[config.mk]
export PLATFORM = sky130hd
export DESIGN_NAME = pvt_speed
export DESIGN_NICKNAME = d
export VERILOG_FILES = /design/src/rtl/pvt_pkg.sv /design/src/rtl/pvt_speed.sv
export VERILOG_INCLUDE_DIRS = /design/src /design/src/rtl
export SDC_FILE = /design/constraint.sdc
export NUM_CORES = 2
export LEC_CHECK = 0
export BUFFER_PORTS_ARGS = -buffer_cell sky130_fd_sc_hd__buf_2
export CAP_MARGIN = 20
export CORE_MARGIN = 4
export CORE_UTILIZATION = 50
export CTS_CLUSTER_DIAMETER = 60
export CTS_CLUSTER_SIZE = 12
export DETAILED_ROUTE_END_ITERATION = 10
export PLACE_DENSITY_LB_ADDON = 0.08
export SLEW_MARGIN = 30
export SYNTH_ARGS = -nofsm -noshare
export SYNTH_HDL_FRONTEND = slang
export SYNTH_SLANG_ARGS = --single-unit
[constraint.sdc]
create_clock -name i_clk -period 8 [get_ports i_clk]
set_input_delay 0.8 -clock i_clk [delete_from_list [all_inputs] [get_ports i_clk]]
set_output_delay 0.8 -clock i_clk [all_outputs]
set_load 0.02 [all_outputs]
[src/rtl/assert_macros.svh]
// Assertion macros shared by the pointer velocity tracker RTL.
`ifndef ASSERT_MACROS_SVH
`define ASSERT_MACROS_SVH
// Implication checked on every clock edge outside reset.
`define PVT_ASSERT_IMP(lbl, clk, rst_n, ante, cons) \
    lbl: assert property (@(posedge clk) disable iff (!rst_n) (ante) |-> (cons)) \
        else $error("assertion failed");
// Next-cycle implication checked outside reset.
`define PVT_ASSERT_NXT(lbl, clk, rst_n, ante, cons) \
    lbl: assert property (@(posedge clk) disable iff (!rst_n) (ante) |=> (cons)) \
        else $error("assertion failed");
`endif

[src/rtl/pvt_pkg.sv]
// Shared types and constants of the pointer velocity tracker.
`default_nettype none
package pvt_pkg;
    localparam int TRACKER_COUNT_DEF = 16;
    localparam int TIMEOUT_MS_DEF = 1000;
    localparam int UNDEFINED_DIRECTION_DEF = 255;
    localparam int JUMP_LIMIT_Q10 = 1024;
    localparam int TWO_TRACKERS = 2;
    localparam logic [0:0] REQ_MOTION = 1'b0;
    localparam logic [0:0] REQ_RESTART = 1'b1;

    // Contents of one tracker as it moves along the row.
    typedef struct packed {
        logic [31:0] acc_dx;
        logic [31:0] acc_dy;
        logic [31:0] stamp;
        logic [7:0]  sector_bits;
    } t_track;

    // Control from the sequencer to every cell.
    typedef struct packed {
        logic        add;    // add delta to the cell's tracker
        logic        shift;  // shift the row by one place
        logic        wipe;   // clear tracker
        logic [31:0] dx;
        logic [31:0] dy;
    } t_cell_ctl;
endpackage
`default_nettype wire

[src/rtl/pvt_speed.sv]
// Serial speed unit: squares, bit-pair square root, then restoring divide.
`default_nettype none
`include "assert_macros.svh"
module pvt_speed (
    input  wire logic        i_clk,
    input  wire logic        i_rst_n,
    input  wire logic        i_start,
    input  wire logic [31:0] i_dx,
    input  wire logic [31:0] i_dy,
    input  wire logic [31:0] i_dt,
    output logic             o_done,
    output logic [31:0]      o_speed
);
    import pvt_pkg::*;
    typedef enum logic [2:0] {S_IDLE, S_SQX, S_SQY, S_ROOT, S_DIV, S_DONE} t_state;
    t_state      r_st;
    logic [31:0] r_ax, r_ay, r_sum, r_v, r_r, r_bit, r_dt, r_q, r_rem;
    logic [5:0]  r_cnt;
    logic [32:0] w_try;
    logic [31:0] w_rb;

    assign w_rb  = r_r + r_bit;
    assign w_try = {r_rem[31:0], r_q[31]} - {1'b0, r_dt};

    always_ff @(posedge i_clk) begin
        if (!i_rst_n) begin
            r_st <= S_IDLE;
            o_done <= 1'b0;
        end else begin
            o_done <= 1'b0;
            case (r_st)
                S_IDLE: if (i_start) begin
                    r_ax <= i_dx[31] ? 32'd0 - i_dx : i_dx;
                    r_ay <= i_dy[31] ? 32'd0 - i_dy : i_dy;
                    r_dt <= (i_dt == 32'd0) ? 32'd1 : i_dt;
                    r_st <= S_SQX;
                end
                S_SQX: begin
                    r_sum <= r_ax * r_ax;
                    r_st <= S_SQY;
                end
                S_SQY: begin
                    r_v   <= r_sum + r_ay * r_ay;
                    r_r   <= '0;
                    r_bit <= 32'h4000_0000;
                    r_st  <= S_ROOT;
                end
                S_ROOT: begin
                    // bit starts at 2^30; leading steps with bit > v fall through
                    if (r_bit == 32'd0) begin
                        r_q   <= r_r;
                        r_rem <= '0;
                        r_cnt <= 6'd32;
                        r_st  <= S_DIV;
                    end else begin
                        if (r_v >= w_rb) begin
                            r_v <= r_v - w_rb;
                            r_r <= (r_r >> 1) + r_bit;
                        end else begin
                            r_r <= r_r >> 1;
                        end
                        r_bit <= r_bit >> 2;
                    end
                end
                S_DIV: begin
                    if (r_cnt == 6'd0) begin
                        o_speed <= r_q;
                        o_done  <= 1'b1;
                        r_st    <= S_IDLE;
                    end else begin
                        if (!w_try[32]) begin
                            r_rem <= w_try[31:0];
                            r_q   <= {r_q[30:0], 1'b1};
                        end else begin
                            r_rem <= {r_rem[30:0], r_q[31]};
                            r_q   <= {r_q[30:0], 1'b0};
                        end
                        r_cnt <= r_cnt - 6'd1;
                    end
                end
                default: r_st <= S_IDLE;
            endcase
        end
    end

    `PVT_ASSERT_NXT(a_done_pulse, i_clk, i_rst_n, o_done, !o_done)
endmodule
`default_nettype wire

After elaboration in Yosys (flattened, before gate mapping):

Cells that the tools add are included.
W data, S select, Z words.

* add/subtract/negate cells: 8
* $mul: 2
* $lt $le $gt $ge: 1
* eq/ne operators: 10
* multiplexer cells: 26
* reduce and logical (&&, ||, !) cells: 14

Operator list (number)
* $mux W32: 10
* $pmux W32 S2: 5
* $add A32 B32 Y32: 2
* $logic_not A32 Y1: 2
* $mul A32 B32 Y32: 2
* $sub A1 B32 Y32 const A: 2
* $mux W31: 2
* $sub A33 B32 Y33: 1
* $add A31 B32 Y32: 1
* $ge A32 B32 Y1: 1
* $sub A32 B32 Y32: 1
* $pmux W3 S5: 1
* $mux W6: 2
* $ne A2 B2 Y1 const B: 6
* $pmux W6 S2: 1
* $reduce_and A3 Y1: 4
* $mux W3: 3
* $reduce_and A4 Y1: 2
* $eq A3 B2 Y1 const B: 2
* $logic_not A6 Y1: 1
* $sub A6 B1 Y6 const B: 1
* $reduce_and A2 Y1: 2
* $reduce_bool A2 Y1: 2
* $eq A3 B1 Y1 const B: 1
* 3 further kinds: 4

* bits in registers: 330
* bits of input ports: 99
* output and inout bits: 33

Logic depth before layout (Yosys ltp):

* word-level depth: 5
* gate-level depth with buffers: 31

Worst setup path before layout:

No wires, ideal clock.

* path kind: reg-to-reg
* from: register r_ay[4]
* to: register r_v[31] (data pin)
* library setup time: 0.157 ns
* arrival time: 6.990 ns
* data required time: 7.843 ns
* path slack: 0.853 ns
* cell stages (with the launch flop): 29
* clock period less this slack: 7.147 ns
* path through: edfxtp_1 clkbuf_1 clkbuf_1 nand2_1 fa_1 inv_1 fa_1 fa_1 inv_1 fa_1 inv_1 fa_1 inv_1 fa_1 inv_1 fa_1 inv_1 fa_1 inv_1 ha_1 a211o_1 a21oi_1 o21ai_1 a22oi_1 a21oi_1 a31oi_1 nor2b_1 o2111a_1 nor3_1

* cells in the longest elaborated chain, start to end: 3

Ends and longest elaborated chain
* start, declared: line pvt_speed.sv:17 `logic [31:0] r_ax, r_ay, r_sum, r_v, r_r, r_bit, r_dt, r_q, r_rem;`
* start signal, assigned: line pvt_speed.sv:34 `r_ay <= i_dy[31] ? 32'd0 - i_dy : i_dy;`
* $mul A32 B32 Y32: line pvt_speed.sv:43 `r_v <= r_sum + r_ay * r_ay;`
* $add A32 B32 Y32: line pvt_speed.sv:43
* $pmux W32 S2: line pvt_speed.sv:31 `case (r_st)`
* end signal, assigned: line pvt_speed.sv:43
* end signal, assigned: line pvt_speed.sv:57 `r_v <= r_v - w_rb;`
* end, declared: line pvt_speed.sv:17

Every way passes these cells.
A chain may end at the register's enable or synchronous reset.

Worst setup path after layout:

* from: register r_ax[4]
* to: register r_sum[30] (data pin)

* cells in the longest elaborated chain, start to end: 1

Ends and longest elaborated chain
* start, declared: line pvt_speed.sv:17
* start signal, assigned: line pvt_speed.sv:33 `r_ax <= i_dx[31] ? 32'd0 - i_dx : i_dx;`
* $mul A32 B32 Y32: line pvt_speed.sv:39 `r_sum <= r_ax * r_ax;`
* end signal, assigned: line pvt_speed.sv:39
* end, declared: line pvt_speed.sv:17

Every way passes these cells.

==> out/results.ini <==
[floorplanning]
start_util_pct=50.57
rows=109
die_x_um=307.7
die_area_sq_um=94650
io_pins=132
fp.coreArea_sq_um=88780
die_h_um=307.7

[timing]
hold_violations=0
setup_viol=0
rsz0062_at_grt=false
finalMaxSlewViolations=0
tns_ns=0
slew_headroom_pct=29.31
fin_skew_ns=0.04321
period_needed_ns=7.541
tightest_slew_ns=1.051
clock.fmax_mhz=132.6
fin_crit_sh_pct=94.26

[critical_path]
r2r_end=r_sum[30]$_DFFE_PP_
r2r_slack_ns=0.46
cp-end-kind=flop
arrival_ns=7.91
r2r_cells=26
r2r-start=r_ax[4]$_DFFE_PP_
crit_fanout=14
worst_setup_path_start_kind=flop
critPathKind=flop to flop
worstPathRequired_ns=8.37

[cells_and_area]
final_nets=5840
fillCellCount=8075
area_growth_pct=7.926
multiInputGateArea_sq_um=31140
n_antenna_cell=0
layout-drive-gt1-share_pct=6.863
regArea_sq_um=9299

[cts]
cts_hold_buffers=0
cts_tree=done
clk_latency_ns=0.63
htree_levels=2
cts-resized-gates=0
clockBufferDepth=3
clkSinkCount=311
clk_pin_slew_ns=0.06
numCtsBuffers=45
clockRootBuffer=clkbuf_16

[hold_path]
min_to=r_dt[26]$_SDFFCE_PN0P_
hp-start=i_dt[26]
min_path_type=input port to flop
holdPathStages=1

[yosys]
ys.flop_type=edfxtp_1
synth_cell_types=80
synth_compound_area_share_pct=7.597
yosysWarnings=0
ys_seq_area_share_pct=20.71
yosys.area_share.adder_pct=44.17
yosys.area.top_type=fa_1
synth_area_leaders=fa_1 (34%), edfxtp_1 (21%), ha_1 (10%), inv_1 (8.6%), nand2_1 (3.7%)
ys_seq_elements=311
synth_area_sq_um=44900
synth.top_cell.area_share_pct=34.11
synth_top_family_by_area=adder cells
syn_inst=4538
synth-xor-area-share_pct=5.381
async_reset_ff_share_pct=0
synth_mux_area_share_pct=0.1115
synth_nets=5763
synth-simple-area-share_pct=11.93
syn_area_per_cell_sq_um=9.894
synth_edf_count=307

[place]
hpwl_mm=85.27
port_buffers=131
gp_congestion=0.8787

[detailed_routing]
dr.pass1.iters=5
via_per_inst=5.109
vias=29700
wl_per_cell_um=17.77
drc=0
drtAntennaViolNets=0
drtIter0Drc=1458
routed_wl_mm=103.3

[grt]
grt_pass1_vias=31430
grt_usage_pct=22.54
grt_max_degree=71
antenna_found_initial=1
grt_pass1_wl_mm=169.1
grt-ovfl-total=0

[job]
maxCapViolCount=0

[outcome]
outcome=complete, no violations

==> cell usage after synthesis, types with 4 or more instances <==
| master | count |
|---|---|
| o22ai_1 | 5 |
| a21o_1 | 49 |
| a211oi_1 | 22 |
| xnor2_1 | 175 |
| nand2b_1 | 28 |
| or4_1 | 8 |
| clkbuf_1 | 159 |
| o21a_1 | 20 |
| xor2_1 | 99 |
| nor4_1 | 25 |
| mux2i_1 | 5 |
| a31oi_1 | 30 |
| o21ai_0 | 94 |
| and3_1 | 13 |
| o21ai_1 | 22 |
| nor2_1 | 138 |
| nand2_1 | 448 |
| a21boi_0 | 8 |
| nand3_1 | 58 |
| o211ai_1 | 5 |
| ha_1 | 361 |
| nor2b_1 | 27 |
| o31ai_1 | 49 |
| buf_2 | 6 |
| buf_1 | 7 |
| or2_2 | 8 |
| nor3_1 | 18 |
| edfxtp_1 | 307 |
| inv_1 | 1030 |
| nand4_1 | 19 |
| o41ai_1 | 10 |
| o31a_1 | 4 |
| o21bai_1 | 23 |
| dfxtp_1 | 4 |
| and2_1 | 261 |
| a211o_1 | 9 |
| fa_1 | 765 |
| a31o_2 | 13 |
| or3_1 | 16 |
| a21oi_1 | 130 |
==> through the flow <==
step / setup WS [ns] / hold slack [ns] / utilization (%) / std cells / area, sq um
3_5_place_dp: 0.3666 / 0.4387 / 52.78 / 5719 / 46860
3_3_place_gp: 0.4573 / 0.4366 / 52.78 / 5719 / 46860
5_1_grt: 0.01023 / 0.3332 / 54.58 / 5813 / 48460
6_report: 0.4594 / 0.3817 / 54.58 / 5813 / 48460
2_1_floorplan: 0.8527 / 0.4262 / - / 4538 / 44900
4_1_cts: 0.3774 / 0.3270 / 54.44 / 5799 / 48330
==> worst max-delay path by stage <==
stage / startpoint / to
floorplan: r_ay[4]$_DFFE_PP_ / r_v[31]$_DFFE_PP_
global placement: r_ax[3]$_DFFE_PP_ / r_sum[31]$_DFFE_PP_
detailed placement: r_ay[4]$_DFFE_PP_ / r_v[31]$_DFFE_PP_
CTS: r_ax[3]$_DFFE_PP_ / r_sum[31]$_DFFE_PP_
global route: r_ay[0]$_DFFE_PP_ / r_v[31]$_DFFE_PP_
finish: r_ax[4]$_DFFE_PP_ / r_sum[30]$_DFFE_PP_
==> repair_timing <==
item	4_1_cts	5_1_grt
buffers inserted	0	14
endpoints found under the hold margin	0	0
endpoints found under the setup margin	0	1
==> cell families (layout without fill, tap and decap cells) <==
logic type,after synthesis,count (layout)
flip-flops,311,311
adder cells (fa/ha/maj),1126,1126
multiplexers,5,5
other,1,1
AO/OA/AOI/OAI,525,525
AND/OR/NAND/NOR,1091,1091
buffers and inverters,1204,1314
XOR/XNOR,275,275
==> layer usage <==
layer | track usage (%) | up-vias | wire length [um]
met4 | 3.935 | 0 | 1730
met5 | 0 | - | 0
li1 | - | 14360 | -
met2 | 36.19 | 502 | 47590
met1 | 32.41 | 14750 | 48330
met3 | 4.511 | 83 | 5657
==> critical path: stages, from the launching register on <==
cell and delay (ns):
edfxtp_1 0.77, buf_4 0.27, and2_1 0.17, inv_1 0.07, fa_1 0.53, inv_1 0.05, fa_1 0.47, fa_1 0.51
inv_1 0.05, fa_1 0.52, inv_1 0.04, ha_1 0.27, ha_1 0.30, fa_1 0.50, fa_1 0.41, ha_1 0.38
a21oi_1 0.18, nor2_1 0.05, a211oi_1 0.19, o21ai_1 0.15, a41o_1 0.32, o21a_1 0.21, o21ai_1 0.22, a21oi_1 0.13
a41o_1 0.27, o21ai_1 0.16, xnor2_1 0.08
==> final cells by class <==
| class | count | area share, % |
|---|---|---|
| inverter | 1031 | 7.987 |
| clock inverter | 28 | 0.6636 |
| sequential | 311 | 19.19 |
| multi-input combinational | 3023 | 64.27 |
| tap | 1165 | 3.008 |
| timing repair buffer | 203 | 2.502 |
| clock buffer | 52 | 2.378 |
==> layout by cell type, fill, tap and decap left out, types with 16 or more instances in the layout <==
master,synthesis,routed
o21a_1,20,20
xor2_1,99,99
buf_2,6,131
a21o_1,49,49
nor3_1,18,18
fa_1,765,765
o21ai_1,22,22
buf_4,1,70
a211oi_1,22,22
o21ai_0,94,94
nand2_1,448,447
nor4_1,25,25
nor2_1,138,137
and2_1,261,260
o31ai_1,49,48
nand3_1,58,58
a31oi_1,30,30
nand2b_1,28,28
nand4_1,19,19
nor2b_1,27,26
inv_1,1030,1030
clkbuf_16,0,45
a21oi_1,130,130
edfxtp_1,307,307
xnor2_1,175,175
ha_1,361,361
o21bai_1,23,23
or3_1,16,16
==> flip-flops by register name, summed over array words and instances, names as in the netlist <==
name,cells
o_speed,32
r_dt,32
r_q,32
r_r,32
r_rem,32
r_v,32
r_ax,31
r_ay,31
r_sum,31
r_bit,16
r_cnt,6
r_st,3
o_done,1
Power is not shown: default switching activity piles up to over one toggle a cycle in this logic, so the estimate is an artifact.
