### config.mk
export PLATFORM = sky130hd
export DESIGN_NAME = pvt_cell
export DESIGN_NICKNAME = d
export VERILOG_FILES = /design/src/rtl/assert_macros.svh /design/src/rtl/pvt_pkg.sv /design/src/rtl/pvt_cell.sv
export SDC_FILE = /design/constraint.sdc
export NUM_CORES = 1
export LEC_CHECK = 0
export ABC_AREA = 1
export BUFFER_PORTS_ARGS = -buffer_cell sky130_fd_sc_hd__buf_2
export CORE_MARGIN = 2
export CORE_UTILIZATION = 48
export CTS_CLUSTER_DIAMETER = 50
export DETAILED_ROUTE_END_ITERATION = 12
export HOLD_SLACK_MARGIN = 0.02
export MAX_ROUTING_LAYER = met4
export PLACE_DENSITY = 0.87
export SYNTH_ARGS = -nofsm -noshare
export SYNTH_HDL_FRONTEND = slang
export SYNTH_SLANG_ARGS = --single-unit
### constraint.sdc
create_clock -name i_clk -period 2.6 [get_ports i_clk]
set_input_delay 0.52 -clock i_clk [delete_from_list [all_inputs] [get_ports i_clk]]
set_output_delay 0.52 -clock i_clk [all_outputs]
set_load 0.01 [all_outputs]
### src/rtl/assert_macros.svh
// Assertion macros shared by the pointer velocity tracker RTL.
`ifndef ASSERT_MACROS_SVH
`define ASSERT_MACROS_SVH
// Implication checked on every clock edge outside reset.
`define PVT_ASSERT_IMP(lbl, clk, rst_n, ante, cons) \
    lbl: assert property (@(posedge clk) disable iff (!rst_n) (ante) |-> (cons)) \
        else $error("assertion failed");
// Next-cycle implication checked outside reset.
`define PVT_ASSERT_NXT(lbl, clk, rst_n, ante, cons) \
    lbl: assert property (@(posedge clk) disable iff (!rst_n) (ante) |=> (cons)) \
        else $error("assertion failed");
`endif

### src/rtl/pvt_pkg.sv
// Shared types and constants of the pointer velocity tracker.
`default_nettype none
package pvt_pkg;
    localparam int TRACKER_COUNT_DEF = 16;
    localparam int TIMEOUT_MS_DEF = 1000;
    localparam int UNDEFINED_DIRECTION_DEF = 255;
    localparam int JUMP_LIMIT_Q10 = 1024;
    localparam int TWO_TRACKERS = 2;
    localparam logic [0:0] REQ_MOTION = 1'b0;
    localparam logic [0:0] REQ_RESTART = 1'b1;

    // Contents of one tracker as it moves along the row.
    typedef struct packed {
        logic [31:0] acc_dx;
        logic [31:0] acc_dy;
        logic [31:0] stamp;
        logic [7:0]  sector_bits;
    } t_track;

    // Control from the sequencer to every cell.
    typedef struct packed {
        logic        add;    // add delta to the cell's tracker
        logic        shift;  // shift the row by one place
        logic        wipe;   // clear tracker
        logic [31:0] dx;
        logic [31:0] dy;
    } t_cell_ctl;
endpackage
`default_nettype wire

### src/rtl/pvt_cell.sv
// One tracker cell of the row: holds a tracker and passes it on.
`default_nettype none
module pvt_cell (
    input  wire logic               i_clk,
    input  wire logic               i_rst_n,
    input  wire pvt_pkg::t_cell_ctl i_ctl,
    input  wire logic               i_wipe_me,
    input  wire pvt_pkg::t_track    i_prev,
    output pvt_pkg::t_track         o_track
);
    import pvt_pkg::*;
    t_track r_trk, n_trk;

    always_comb begin
        n_trk = r_trk;
        if (i_ctl.shift) n_trk = i_prev;
        // the delta lands on whichever tracker this cell holds next
        if (i_ctl.add) begin
            n_trk.acc_dx = n_trk.acc_dx + i_ctl.dx;
            n_trk.acc_dy = n_trk.acc_dy + i_ctl.dy;
        end
        if (i_ctl.wipe || i_wipe_me) n_trk = '0;
    end

    always_ff @(posedge i_clk) begin
        if (!i_rst_n) r_trk <= '0;
        else r_trk <= n_trk;
    end
    assign o_track = r_trk;
endmodule
`default_nettype wire

# ---- Word-level counts from Yosys, hierarchy flattened
# Index checks and enable logic that the tools add are counted.
dict set report word_totals {
  ff_bits 104
  input_bits 174
  wordCells 11
}
dict set report classes {
  n_addsub 2
  mux 2
  n_bitwise 1
  n_reduce_logical 2
}
# op count
set ops {}
lappend ops {{2-to-1 mux 104 bit} 1}
lappend ops {{adder 32 bit} 2}
lappend ops {{2-to-1 mux 64 bit} 1}
lappend ops {{OR reduction 2 bit} 1}
lappend ops {{logical OR 1 bit} 1}
lappend ops {{NOT 1 bit} 1}

# ---- Depth between registers and ports, before layout
# Gate-level depths: netlist of the first run.
dict set report depth {
  word_depth 3
  mapped_depth 19
  depth_no_buf 16
}

# ---- Worst setup path before layout of the first run
# OpenSTA, ideal clock, no wires.
dict set report synth_path {
  kind {input -> register}
  start {in i_ctl[65] (netlist name)}
  end {reg r_trk, in the netlist o_track[88]}
  arrival_ps 2591
  t_required_ps 2486
  path_slack_ps -105
  path_stages 16
  path_buffers 3
  cell_sequence {buf_2 -> inv_2 -> buf_4 -> buf_4 -> nand2_1 -> nand2_1 -> ha_1 -> fa_1 -> nand3_1 -> nand3_1 -> a21oi_1 -> nor2_1 -> nor2_1 -> nor2_1 -> o21bai_1 -> inv_1}
}
dict set report synth_via {
  elab_chain_cells 3
}
# item line_no
set synth_rtl {}
lappend synth_rtl {{start, declared} pvt_cell.sv:6} ;# input wire pvt_pkg::t_cell_ctl i_ctl,
lappend synth_rtl {{2-to-1 mux 104 bit (*)} pvt_cell.sv:16} ;# if (i_ctl.shift) n_trk = i_prev;
lappend synth_rtl {{adder 32 bit} pvt_cell.sv:19} ;# n_trk.acc_dx = n_trk.acc_dx + i_ctl.dx;
lappend synth_rtl {{2-to-1 mux 64 bit (*)} pvt_cell.sv:18} ;# if (i_ctl.add) begin
lappend synth_rtl {{end signal, assigned} pvt_cell.sv:27} ;# else r_trk <= n_trk;
lappend synth_rtl {{end, declared} pvt_cell.sv:12} ;# t_track r_trk, n_trk;
# Every way passes the cells marked *; elsewhere a longest branch is shown, timed or not.
# A chain may end at the register's enable or synchronous reset.

# ---- Worst setup path in the final report of the first run
dict set report layout_path {
  start {in i_ctl[65] (netlist name)}
  end {reg r_trk, in the netlist o_track[68]}
}
dict set report layout_via {
  elab_chain_cells 3
}
# item line_no
set layout_rtl {}
lappend layout_rtl {{2-to-1 mux 104 bit (*)} pvt_cell.sv:16}
lappend layout_rtl {{adder 32 bit} pvt_cell.sv:20} ;# n_trk.acc_dy = n_trk.acc_dy + i_ctl.dy;
lappend layout_rtl {{2-to-1 mux 64 bit (*)} pvt_cell.sv:18}
# Marks and branches as above.

==> impl_table.tex, run 1 <==
\begin{tabular}{lr}
\hline
Metric & Value \\
\hline
\multicolumn{2}{l}{\textbf{Synthesis}} \\
\quad Synth Area in XOR/XNOR & under 10\% \\
\quad Share of the synthesized area in compound gates (AO/OA/AOI/OAI) & a little over a tenth \\
\quad Area share of the largest cell type after synthesis & a little under a third \\
\quad \#FFs+latches synth & between 100 and 150 \\
\quad Combinational family with the most area after synthesis & simple AND/OR/NAND/NOR gates \\
\quad Multiplexer area fraction after synthesis & 0\% \\
\quad Leading area contributor after synthesis & nand2\_1 \\
\quad Number of enable flip-flop cells after synthesis & 0 \\
\quad Combined area of all synthesized cells & between 0.009 and 0.01 sq mm \\
\quad Simple logic cell fraction of the synthesized area & between 40\% and 50\% \\
\quad Syn. warnings & 0 \\
\quad Mean post-synth cell area & between 5 and 6 sq um \\
\quad Count of cell types in the netlist & 30 \\
\quad Adder-cell share of the synthesized area & about 9\% \\
\quad Sequential-to-total area share from yosys stat & between 20\% and 30\% \\
\quad Most used standard cell by instance count after synthesis & nand2\_1 \\
\quad Cell types with the highest counts after synthesis & 744 x nand2\_1, 302 x inv\_1, 104 x dfxtp\_1 \\
\quad Top cells by area in the synthesized netlist & nand2\_1 30\%, dfxtp\_1 22\%, inv\_1 12\% \\
\quad Total nets after synthesis & about 1900 \\
\quad Cell count after synthesis & around 1700 \\
\quad Leading register cell type out of synthesis & dfxtp\_1 \\
\quad Fraction of registers with async set/reset & 0\% \\
\multicolumn{2}{l}{\textbf{Global routing}} \\
\quad GRT Total Usage & between 30\% and 40\% \\
\quad Maximum number of pins on one net before global-route repair & 71 \\
\quad Wire length of the first global-routing pass & 47.60 mm \\
\quad Number of antenna violations at the first check in global routing & 4 \\
\quad GR peak layer & met2 \\
\quad Global route overflow & 0 \\
\quad Via count of the first global-routing pass & $\sim$10000 \\
\quad GR Layer Usage met3 & under 10\% \\
\quad Met1 routing resource usage after global routing & a little under two fifths \\
\quad Global routing met2 resource utilization & around half \\
\multicolumn{2}{l}{\textbf{Timing}} \\
\quad Final Cycle Share & about nine tenths \\
\quad Minimum hold slack & approximately 0.40 ns \\
\quad Maximum clock skew at final layout & around 0.009 ns \\
\quad Pin slew with the least headroom to its limit & around 0.73 ns \\
\quad Final critical-path required period & approximately 2.4 ns \\
\quad Hold Vio Cnt, Final & 0 \\
\quad Fmax & approximately 430 MHz \\
\quad Final worst slack & between 0.2 and 0.25 ns \\
\quad Setup repair after global routing missed its margin & no \\
\quad Final Slew Violations & 0 \\
\quad Total of endpoints with negative setup slack in the final report & 0 \\
\quad Setup TNS & 0 ns \\
\quad Headroom to the max-slew limit & around half \\
\multicolumn{2}{l}{\textbf{Die}} \\
\quad Chip height & roughly 140 um \\
\quad Core ar. & $\sim$0.019 sq mm \\
\quad Area of the die & between 0.02 and 0.025 sq mm \\
\quad Initial Utilization & 49.27\% \\
\quad Top Ports & around 280 \\
\quad Die extent in x & between 100 and 150 um \\
\quad Cell row count & 50 \\
\multicolumn{2}{l}{\textbf{Route}} \\
\quad Starting DRT DRC Count & about 730 \\
\quad Routed wire length & 30.63 mm \\
\quad Drt via density & between 4 and 5 \\
\quad Via count & between 10000 and 15000 \\
\quad Count of TritonRoute iterations in the first routing pass & 5 \\
\quad Antenna Nets Post-Route & 0 \\
\quad Residual DRC & 0 \\
\quad DR WL/cell & around 13 um \\
\multicolumn{2}{l}{\textbf{Place}} \\
\quad HPWL after DPL & 24.91 mm \\
\quad Count of port buffers added during placement & around 280 \\
\quad Final weighted congestion of routability-driven global placement & 1.029 \\
\quad Placement Setup Slack & -0.1484 ns \\
\quad Number of placed instances, taps included & about 2300 \\
\quad DP Area & 0.01169 sq mm \\
\multicolumn{2}{l}{\textbf{Setup path}} \\
\quad CP bufs+invs & 4 \\
\quad Cell-by-cell trace of the critical path & buf\_4 > clkinv\_2 > buf\_12 > nand2\_1 > nand2\_1 > ha\_1 > fa\_2 > nand3\_1 > nand3\_1 > nand3\_1 > nand3\_2 > nand2\_1 > nand2\_1 > nand2\_1 > nand3\_1 > nand2\_1 > inv\_1 \\
\quad Most used cell, CP & nand2\_1 \\
\quad Peak fanout along the critical path & 10 \\
\quad Kind of critical path & input port to flip-flop \\
\quad Max stage delay cell, worst path & fa\_2 \\
\quad Family with the most delay on the worst path & simple AND/OR/NAND/NOR gates \\
\quad Worst path max stage delay & 0.34 ns \\
\quad Required time of the critical path & around 2.9 ns \\
\quad Element type at the critical path end & flip-flop \\
\quad Critical path startpoint category & input port \\
\quad Crit path arrival time & between 2 and 3 ns \\
\multicolumn{2}{l}{\textbf{Run status}} \\
\quad Run status & completed \\
\multicolumn{2}{l}{\textbf{Clock network}} \\
\quad Post-CTS sizing & 0 \\
\quad Number of H-tree levels & 3 \\
\quad Clock-pin slew on the worst setup and hold paths & about 0.08 ns \\
\quad \# hold bufs at CTS & 0 \\
\quad Clock tree from TritonCTS & built \\
\quad Clock latency on the worst-skew pair & 0.36 ns \\
\quad Clock sink total & roughly 100 \\
\quad Number of buffers inserted to repair setup after CTS & 0 \\
\quad CTS Root Cell & clkbuf\_16 \\
\quad Number of clock buffers inserted by TritonCTS & 9 \\
\quad Max Root-Sink Buffers & 2 \\
\multicolumn{2}{l}{\textbf{Power}} \\
\quad PnR Total Power & a little under 5 mW \\
\quad Total power density per cell area & just over 400 mW/mm\^{}2 \\
\quad IR drop worst, VDD & between 0.2 and 0.3 mV \\
\quad Leakage dissipation & $\sim$7.8 nW \\
\multicolumn{2}{l}{\textbf{Cells and area}} \\
\quad Layout overhead on the synthesized area & 29.28\% \\
\quad Flip-flop count of the largest register after layout & around 100 \\
\quad Final layout net count & around 2300 \\
\quad Multi-input gate area & 0.005847 sq mm \\
\quad Fraction of final layout cells with drive strength greater than 1 & 20.79\% \\
\quad Count of non-filler cells in the finished layout & about 2300 \\
\quad Util after Layout & 63.69\% \\
\quad Final design area excluding fillers & about 0.012 sq mm \\
\quad Seq. cell area & between 0.002 and 0.0025 sq mm \\
\quad Count of filler cells inserted in the layout & around 1800 \\
\multicolumn{2}{l}{\textbf{Flow run}} \\
\quad Max Cap Viol & 0 \\
\multicolumn{2}{l}{\textbf{Hold path}} \\
\quad Hold WC Path Type & input port to flip-flop \\
\hline
\end{tabular}
[metal layers]
metal	vias to the layer above	wire length [um]
met1	4869	13590
met4	0	777
met5	-	0
met2	404	13980
li1	5816	-
met3	45	2284
[cells in the final DEF (no fill, tap or decap)]
cell type / count
clkinv_8: 1
o21bai_1: 26
fa_2: 2
xnor2_1: 10
clkinv_1: 2
ha_1: 62
nor3_1: 4
a21o_1: 2
inv_6: 4
nand3_1: 88
a21oi_1: 88
nand4_1: 6
clkinv_2: 1
nand2_1: 744
clkbuf_16: 9
diode_2: 4
inv_1: 302
and2_0: 1
nand2_2: 7
o21ai_0: 58
and2_2: 1
a31oi_1: 4
nand3b_1: 2
buf_4: 103
a21oi_2: 2
buf_12: 7
nor3_2: 2
nor2_2: 3
o221ai_1: 2
nor2_1: 86
o211ai_1: 2
buf_2: 276
xor2_1: 18
clkbuf_1: 1
dfxtp_1: 104
clkinv_4: 1
nand3_2: 4
[layout make-up]
cell class | instances | area share [%]
inverters | 305 | 9.556
repair buffers | 386 | 19.13
multi-input cells | 1224 | 48.75
flip-flops and latches | 104 | 17.36
diodes | 4 | 0.08346
well taps | 260 | 2.712
clock inverters | 6 | 0.5007
clock buffers | 10 | 1.909
[worst register-to-register path, delay by kind of cell, from the launching register on]
kind / cells / cell delay, ns
and+or+nand+nor: 11 / 1.10
adders and majority gates: 2 / 0.55
buffers and inverters: 1 / 0.03
DFF: 1 / 0.31
[cell families after synthesis]
family          Yosys count
xor+xnor                 28
buf+inv                 351
simple gates            948
compound gates          184
fa+ha+maj                64
flops                   104
[where the power goes]
part | switching [mW] | total (mW) | internal [mW] | leakage, nW
Combinational | 1.06 | 1.81 | 0.757 | 6.77
Clock | 0.715 | 1.39 | 0.677 | 0.141
Sequential | 0.0281 | 1.67 | 1.64 | 0.844
[path summary, 6_finish.rpt]
| check | start | to | slack [ns] | cells past startpoint |
|---|---|---|---|---|
| max reg2reg | o_track[40] | o_track[68] | 0.53 | 14 |
| min reg2reg | o_track[12] | o_track[12] | 0.46 | 2 |
| max | i_ctl[65] | o_track[68] | 0.25 | 17 |
| min | i_prev[20] | o_track[20] | 0.40 | 3 |
(Power assumes the default switching activity.)
==> inputs of run 2 (changes only) <==
--- a/config.mk
+++ b/config.mk
@@ -9,10 +9,9 @@
 export BUFFER_PORTS_ARGS = -buffer_cell sky130_fd_sc_hd__buf_2
 export CORE_MARGIN = 2
-export CORE_UTILIZATION = 48
+export CORE_UTILIZATION = 53
 export CTS_CLUSTER_DIAMETER = 50
 export DETAILED_ROUTE_END_ITERATION = 12
 export HOLD_SLACK_MARGIN = 0.02
-export MAX_ROUTING_LAYER = met4
-export PLACE_DENSITY = 0.87
+export PLACE_DENSITY = 0.91
 export SYNTH_ARGS = -nofsm -noshare
 export SYNTH_HDL_FRONTEND = slang
==> constraint.sdc (replaced) <==
create_clock -name i_clk -period 2.44 [get_ports i_clk]
set_input_delay 0.488 -clock i_clk [delete_from_list [all_inputs] [get_ports i_clk]]
set_output_delay 0.488 -clock i_clk [all_outputs]
set_load 0.1 [all_outputs]
==> impl_table.tex, run 2 (synthesis gave the netlist of run 1 again) <==
\begin{tabular}{lr}
\hline
Metric & Value \\
\hline
\multicolumn{2}{l}{\textbf{Clock network}} \\
\quad Number of H-tree levels & 3 (unchanged) \\
\quad Clock tree from TritonCTS & built \\
\quad Clock-pin slew on the worst setup and hold paths & 0.08 ns (about the same) \\
\quad Number of buffers inserted to repair setup after CTS & 0 (unchanged) \\
\quad Clock latency on the worst-skew pair & 0.36 ns (about the same) \\
\quad Clock sink total & 104 (unchanged) \\
\quad CTS Root Cell & clkbuf\_16 \\
\quad Number of clock buffers inserted by TritonCTS & 9 (unchanged) \\
\quad Post-CTS sizing & 0 (unchanged) \\
\quad \# hold bufs at CTS & 0 (unchanged) \\
\quad Max Root-Sink Buffers & 2 (unchanged) \\
\multicolumn{2}{l}{\textbf{Power}} \\
\quad IR drop worst, VDD & 0.3385 mV (+16\%) \\
\quad PnR Total Power & 5.586 mW (+15\%) \\
\quad Leakage dissipation & 7.836 nW (+0.99\%) \\
\quad Total power density per cell area & 461.9 mW/mm\^{}2 (+14\%) \\
\multicolumn{2}{l}{\textbf{Global routing}} \\
\quad Wire length of the first global-routing pass & 46.91 mm (-1.5\%) \\
\quad Number of antenna violations at the first check in global routing & 0 (-4) \\
\quad GRT Total Usage & 31.75\% (+1.6 points) \\
\quad Global route overflow & 0 (unchanged) \\
\quad Maximum number of pins on one net before global-route repair & 91 (+28\%) \\
\quad Via count of the first global-routing pass & 10233 (+1.6\%) \\
\multicolumn{2}{l}{\textbf{Place}} \\
\quad HPWL after DPL & 24.38 mm (-2.1\%) \\
\quad Count of port buffers added during placement & 277 (unchanged) \\
\quad Final weighted congestion of routability-driven global placement & 0.9912 (-3.7\%) \\
\quad Number of placed instances, taps included & 2259 (-0.83\%) \\
\multicolumn{2}{l}{\textbf{Setup path}} \\
\quad Required time of the critical path & 2.71 ns (-0.16 ns) \\
\quad Critical path startpoint category & input port \\
\quad Family with the most delay on the worst path & simple AND/OR/NAND/NOR gates \\
\quad Most used cell, CP & nor2\_1 \\
\quad Peak fanout along the critical path & 28 (+18) \\
\quad Crit path arrival time & 2.50 ns (-0.12 ns) \\
\quad Cell-by-cell trace of the critical path & buf\_4 > buf\_12 > nand2\_1 > nand2\_1 > ha\_2 > fa\_2 > nand3\_2 > nand3\_2 > a21oi\_2 > nor2\_1 > nor2\_1 > nor2\_1 > o21bai\_1 > inv\_1 \\
\quad Element type at the critical path end & flip-flop \\
\quad Max stage delay cell, worst path & fa\_2 \\
\quad Worst path max stage delay & 0.44 ns (+0.10 ns) \\
\quad CP bufs+invs & 3 (-1) \\
\quad Kind of critical path & input port to flip-flop \\
\multicolumn{2}{l}{\textbf{Flow run}} \\
\quad Max Cap Viol & 0 (unchanged) \\
\multicolumn{2}{l}{\textbf{Cells and area}} \\
\quad N\_diodes & 0 (-4) \\
\quad Flip-flop count of the largest register after layout & 104 (unchanged) \\
\quad Leading cell type in the layout, fill and taps excluded & nand2\_1 \\
\quad Commonest non-fill, non-tap cells in the layout & 742 x nand2\_1, 302 x inv\_1, 276 x buf\_2, 118 x buf\_4, 104 x dfxtp\_1 \\
\quad Util after Layout & 70.42\% (+6.7 points) \\
\quad Final layout net count & 2283 (+0.66\%) \\
\quad Count of non-filler cells in the finished layout & 2275 (-1.0\%) \\
\quad Layout overhead on the synthesized area & 30.37\% \\
\quad Fraction of final layout cells with drive strength greater than 1 & 21.80\% (+1.0 points) \\
\quad Count of filler cells inserted in the layout & 1599 (-13\%) \\
\multicolumn{2}{l}{\textbf{Timing}} \\
\quad Final Cycle Share & between 90 and 100\% \\
\quad Fmax & approximately 450 MHz \\
\quad Final Slew Violations & 0 (unchanged) \\
\quad Total of endpoints with negative setup slack in the final report & 0 (unchanged) \\
\quad Final critical-path required period & 2.237 ns \\
\quad Pin slew with the least headroom to its limit & 0.5399 ns (-0.1873 ns) \\
\quad Maximum clock skew at final layout & 0.01506 ns (+0.006207 ns) \\
\quad Headroom to the max-slew limit & 64.25\% (+13 points) \\
\quad Hold Vio Cnt, Final & 0 (unchanged) \\
\quad Setup repair after global routing missed its margin & no \\
\quad Setup TNS & 0 ns (unchanged) \\
\multicolumn{2}{l}{\textbf{Die}} \\
\quad Die extent in x & 136.3 um (-4.7\%) \\
\quad Core ar. & 0.01718 sq mm (-8.8\%) \\
\quad Chip height & 136.3 um (-4.7\%) \\
\quad Top Ports & 278 (unchanged) \\
\quad Cell row count & 48 (-4.0\%) \\
\quad Initial Utilization & 54.01\% (+4.7 points) \\
\quad Area of the die & 0.01858 sq mm (-9.2\%) \\
\multicolumn{2}{l}{\textbf{Run status}} \\
\quad Run status & completed \\
\multicolumn{2}{l}{\textbf{Route}} \\
\quad DR WL/cell & 13.29 um (-0.22\%) \\
\quad Starting DRT DRC Count & 667 (-8.0\%) \\
\quad Antenna Nets Post-Route & 0 (unchanged) \\
\quad Count of TritonRoute iterations in the first routing pass & 5 (unchanged) \\
\quad Routed wire length & 30.24 mm (-1.3\%) \\
\quad Residual DRC & 0 (unchanged) \\
\quad Via count & 11321 (+1.7\%) \\
\quad Drt via density & 4.976 (+2.8\%) \\
\multicolumn{2}{l}{\textbf{Hold path}} \\
\quad Hold WC Path Type & input port to flip-flop \\
\hline
\end{tabular}
==> run 2: layout make-up <==
| cell class | instances | area, sq um | share of cell area, % |
|---|---|---|---|
| clock buffer | 10 | 239.0 | 1.976 |
| clock inverter | 6 | 61.31 | 0.5069 |
| inverter | 305 | 1147 | 9.486 |
| multi-input combinational | 1224 | 5877 | 48.59 |
| sequential | 104 | 2082 | 17.21 |
| tap | 225 | 281.5 | 2.327 |
| timing repair buffer | 401 | 2407 | 19.90 |
==> run 2: metal layers <==
metal	vias to the layer above	share of wire [%]	GRT usage [%]
met1	4965	43	39.43
met3	69	7.9	4.773
met5	-	0	0
met2	451	46	54.77
met4	0	3.2	12.96
li1	5836	-	-
==> run 2: worst reg2reg max path, cell delays in order (launching register included) <==
cell and delay, ns:
dfxtp_1 0.32, nand2_2 0.07, nand2_1 0.06, ha_2 0.20, fa_2 0.43, nand3_2 0.08
nand3_2 0.12, nand3_1 0.10, nand3_1 0.15, nand2_1 0.14, nand2_1 0.06, nand2_1 0.06
nand3_1 0.06, nand2_1 0.09, inv_1 0.04
==> run 2: stage by stage <==
step           area (sq um)  hold WS, ns  worst slack, ns
2_1_floorplan          9350       0.6285         0.001460
3_3_place_gp          11800       0.4436         -0.09360
3_5_place_dp          11800       0.4506          -0.1643
4_1_cts               12100       0.3657           0.2249
5_1_grt               12100       0.3747         0.009852
6_report              12100       0.3747           0.2027
==> run 2: worst paths after layout <==
check / startpoint / endpoint / slack, ns / cells after the start
hold / removal: i_prev[7] / o_track[7] / 0.37 / 3
setup reg to reg: o_track[72] / o_track[100] / 0.38 / 14
hold reg to reg: o_track[24] / o_track[24] / 0.46 / 2
setup / recovery: i_ctl[65] / o_track[56] / 0.20 / 14
==> run 2: report_power, final <==
group          internal (mW)  total (mW)  switching, mW
sequential              1.75        1.78         0.0309
clock                  0.748        1.50          0.754
combinational          0.832        2.31           1.48
total                   3.33        5.59           2.26
==> inputs of run 3 (changes only) <==
CTS_CLUSTER_DIAMETER = 150   (was 50)
GPL_TIMING_DRIVEN = 0   (was not set)
==> impl_table.tex, run 3 (synthesis gave the netlist of run 1 again) <==
\begin{tabular}{lr}
\hline
Metric & Value \\
\hline
\multicolumn{2}{l}{\textbf{Run status}} \\
\quad Run status & completed \\
\multicolumn{2}{l}{\textbf{Die}} \\
\quad Chip height & 136.3 um (unchanged) \\
\quad Top Ports & 278 (unchanged) \\
\quad Cell row count & 48 (unchanged) \\
\quad Initial Utilization & 54.01\% (unchanged) \\
\quad Die extent in x & 136.3 um (unchanged) \\
\quad Area of the die & 0.01858 sq mm (unchanged) \\
\quad Core ar. & 0.01718 sq mm (unchanged) \\
\multicolumn{2}{l}{\textbf{Clock network}} \\
\quad CTS Root Cell & clkbuf\_16 \\
\quad Number of H-tree levels & 3 (unchanged) \\
\quad Max Root-Sink Buffers & 2 (unchanged) \\
\quad Clock sink total & 104 (unchanged) \\
\quad Number of clock buffers inserted by TritonCTS & 9 (unchanged) \\
\quad \# hold bufs at CTS & 0 (unchanged) \\
\quad Clock latency on the worst-skew pair & 0.37 ns (about the same) \\
\quad Clock-pin slew on the worst setup and hold paths & 0.09 ns (about the same) \\
\quad Clock tree from TritonCTS & built \\
\multicolumn{2}{l}{\textbf{Place}} \\
\quad HPWL after DPL & 26.30 mm (+7.9\%) \\
\quad Number of placed instances, taps included & 2179 (-3.5\%) \\
\quad Count of port buffers added during placement & 275 (-0.72\%) \\
\quad Placement Setup Slack & -0.4398 ns (-0.2755 ns) \\
\quad Final weighted congestion of routability-driven global placement & 1.037 (+4.6\%) \\
\quad DP Area & 0.01101 sq mm (-6.7\%) \\
\multicolumn{2}{l}{\textbf{Cells and area}} \\
\quad Flip-flop count of the largest register after layout & 104 (unchanged) \\
\quad Count of filler cells inserted in the layout & 1637 (+2.4\%) \\
\quad N\_diodes & 0 (unchanged) \\
\quad Leading cell type in the layout, fill and taps excluded & nand2\_1 \\
\quad Layout overhead on the synthesized area & 23.44\% \\
\quad Fraction of final layout cells with drive strength greater than 1 & 18.61\% (-3.2 points) \\
\quad Count of non-filler cells in the finished layout & 2197 (-3.4\%) \\
\quad Commonest non-fill, non-tap cells in the layout & 736 x nand2\_1, 302 x inv\_1, 289 x buf\_2, 104 x dfxtp\_1, 88 x a21oi\_1 \\
\quad Final design area excluding fillers & 0.01145 sq mm (-5.3\%) \\
\quad Final layout net count & 2205 (-3.4\%) \\
\multicolumn{2}{l}{\textbf{Global routing}} \\
\quad Via count of the first global-routing pass & 9952 (-2.7\%) \\
\quad Met1 routing resource usage after global routing & 40.73\% (+1.3 points) \\
\quad Wire length of the first global-routing pass & 48.47 mm (+3.3\%) \\
\quad Number of antenna violations at the first check in global routing & 0 (unchanged) \\
\quad Global route overflow & 0 (unchanged) \\
\quad Global routing met2 resource utilization & 57.76\% (+3.0 points) \\
\quad GR peak layer & met2 \\
\quad GR Layer Usage met3 & 5.332\% (+0.56 points) \\
\quad Maximum number of pins on one net before global-route repair & 21 (-77\%) \\
\quad GRT Total Usage & 33.46\% (+1.7 points) \\
\multicolumn{2}{l}{\textbf{Setup path}} \\
\quad Required time of the critical path & 2.70 ns (about the same) \\
\quad Peak fanout along the critical path & 10 (-64\%) \\
\quad Element type at the critical path end & flip-flop \\
\quad Reg2reg start & o\_track[75] \\
\quad Destination of the critical timing path & o\_track[90] \\
\quad Crit path arrival time & 2.62 ns (+0.12 ns) \\
\quad Kind of critical path & input port to flip-flop \\
\quad Register-to-register path setup slack & 0.34 ns (-0.04 ns) \\
\quad Count of cells along the worst register-to-register path & 15 (+1) \\
\quad Endpoint of the lowest-slack register-to-register path & o\_track[90] \\
\quad Critical path startpoint category & input port \\
\quad Critical Path Start & i\_ctl[65] \\
\multicolumn{2}{l}{\textbf{Route}} \\
\quad Residual DRC & 0 (unchanged) \\
\quad Antenna Nets Post-Route & 0 (unchanged) \\
\quad Via count & 11121 (-1.8\%) \\
\quad Count of TritonRoute iterations in the first routing pass & 7 (+2) \\
\quad Drt via density & 5.062 (+1.7\%) \\
\quad Starting DRT DRC Count & 795 (+19\%) \\
\quad DR WL/cell & 14.68 um (+10\%) \\
\quad Routed wire length & 32.25 mm (+6.6\%) \\
\multicolumn{2}{l}{\textbf{Power}} \\
\quad Internal power component & 3.122 mW (-6.1\%) \\
\quad Switching power & 2.283 mW (+1.0\%) \\
\quad Leakage dissipation & 7.380 nW (-5.8\%) \\
\quad Total power density per cell area & 471.9 mW/mm\^{}2 (+2.2\%) \\
\quad Sequential fraction of design power & 32.8\% (+1.0 points) \\
\quad Comb pwr share & 39.3\% (-2.0 points) \\
\quad Switching share of total power & 42.23\% (+1.8 points) \\
\quad IR drop worst, VDD & 0.3606 mV (+6.5\%) \\
\quad Clock network power share & 27.8\% (+0.9 points) \\
\multicolumn{2}{l}{\textbf{Timing}} \\
\quad Final Slew Violations & 0 (unchanged) \\
\quad Hold Vio Cnt, Final & 0 (unchanged) \\
\quad Minimum hold slack & 0.3546 ns (-0.02009 ns) \\
\quad Setup TNS & 0 ns (unchanged) \\
\quad Final worst slack & 0.08341 ns (-0.1193 ns) \\
\quad Fmax & 424.3 MHz (-5.1\%) \\
\quad Maximum clock skew at final layout & 0.01342 ns (-0.001644 ns) \\
\quad Pin slew with the least headroom to its limit & 0.7986 ns (+0.2587 ns) \\
\quad Final Cycle Share & 96.58\% (+4.9 points) \\
\quad Final critical-path required period & 2.357 ns (+0.1193 ns) \\
\quad Headroom to the max-slew limit & 46.76\% (-17 points) \\
\quad Total of endpoints with negative setup slack in the final report & 0 (unchanged) \\
\multicolumn{2}{l}{\textbf{Flow run}} \\
\quad Max Cap Viol & 0 (unchanged) \\
\multicolumn{2}{l}{\textbf{Hold path}} \\
\quad Hold WC Path Type & input port to flip-flop \\
\hline
\end{tabular}
## run 3: cell count changes in the layout (fill, tap and decap cells not counted), moves of 3 or more
cell,delta
nand2_1,-6
buf_4,-115
buf_12,-6
nor2_2,+4
ha_1,-4
nand2_2,+6
buf_2,+13
nand3_1,-3
buf_8,+5
buf_6,+3
ha_2,+3
nor2_1,-4
clkbuf_1,+19
## run 3: timing repair
action / in CTS / in global routing
setup buffers: 0 / 2
gates resized for setup: 3 / 36
pin swaps: 0 / 4
endpoints found under the setup margin: 13 / 39
## run 3: worst min-delay path by stage
stage | from | to | slack (ns) | cells past startpoint
floorplan | i_prev[7] | o_track[7] | 0.63 | 2
global placement | o_track[29] | o_track[29] | 0.45 | 2
detailed placement | o_track[38] | o_track[38] | 0.45 | 2
CTS | i_prev[7] | o_track[7] | 0.36 | 3
global route | i_prev[7] | o_track[7] | 0.37 | 3
finish | i_prev[7] | o_track[7] | 0.35 | 3
## run 3: layer usage
| metal | vias up | wire length, um |
|---|---|---|
| met5 | - | 0 |
| met4 | 0 | 1155 |
| met3 | 71 | 2496 |
| met2 | 467 | 14880 |
| met1 | 4887 | 13720 |
| li1 | 5696 | - |
## run 3: layout make-up
type	count	area, sq um	area share (%)
plain buffers	46	295.3	2.578
clock buffers	9	225.2	1.967
clock inverters	7	70.07	0.6118
inverters	305	1147	10.02
multi-input cells	1224	5959	52.04
flip-flops and latches	104	2082	18.18
well taps	225	281.5	2.458
repair buffers	277	1391	12.15
## run 3: worst max-delay path, stage by stage
cell,delay (ns)
buf_8,0.11
clkbuf_2,0.27
nand2_1,0.12
nand2_1,0.08
ha_1,0.36
nand2_1,0.18
nand2_1,0.07
nand2_1,0.10
nand2_1,0.07
nand2_1,0.06
nand3_1,0.18
nand2_1,0.11
nand2_1,0.10
nand2_1,0.07
nand2_1,0.04
o21bai_1,0.14
inv_1,0.06
## run 3: power groups by stage
stage,sequential [mW],combinational [mW],clock [mW]
after global placement,1.81,2.01,0
after CTS,1.77,2.05,1.52
final,1.77,2.12,1.51
after detailed placement,1.81,2.04,0
after floorplan,2.17,1.14,0
after global routing,1.78,2.32,1.58
## run 3: per-stage QoR
step	utilization [%]	total power [mW]
final	66.67	5.405
after global routing	66.67	5.677
after CTS	65.84	5.346
after detailed placement	64.09	3.855
after global placement	64.09	3.820
after floorplan	-	3.308
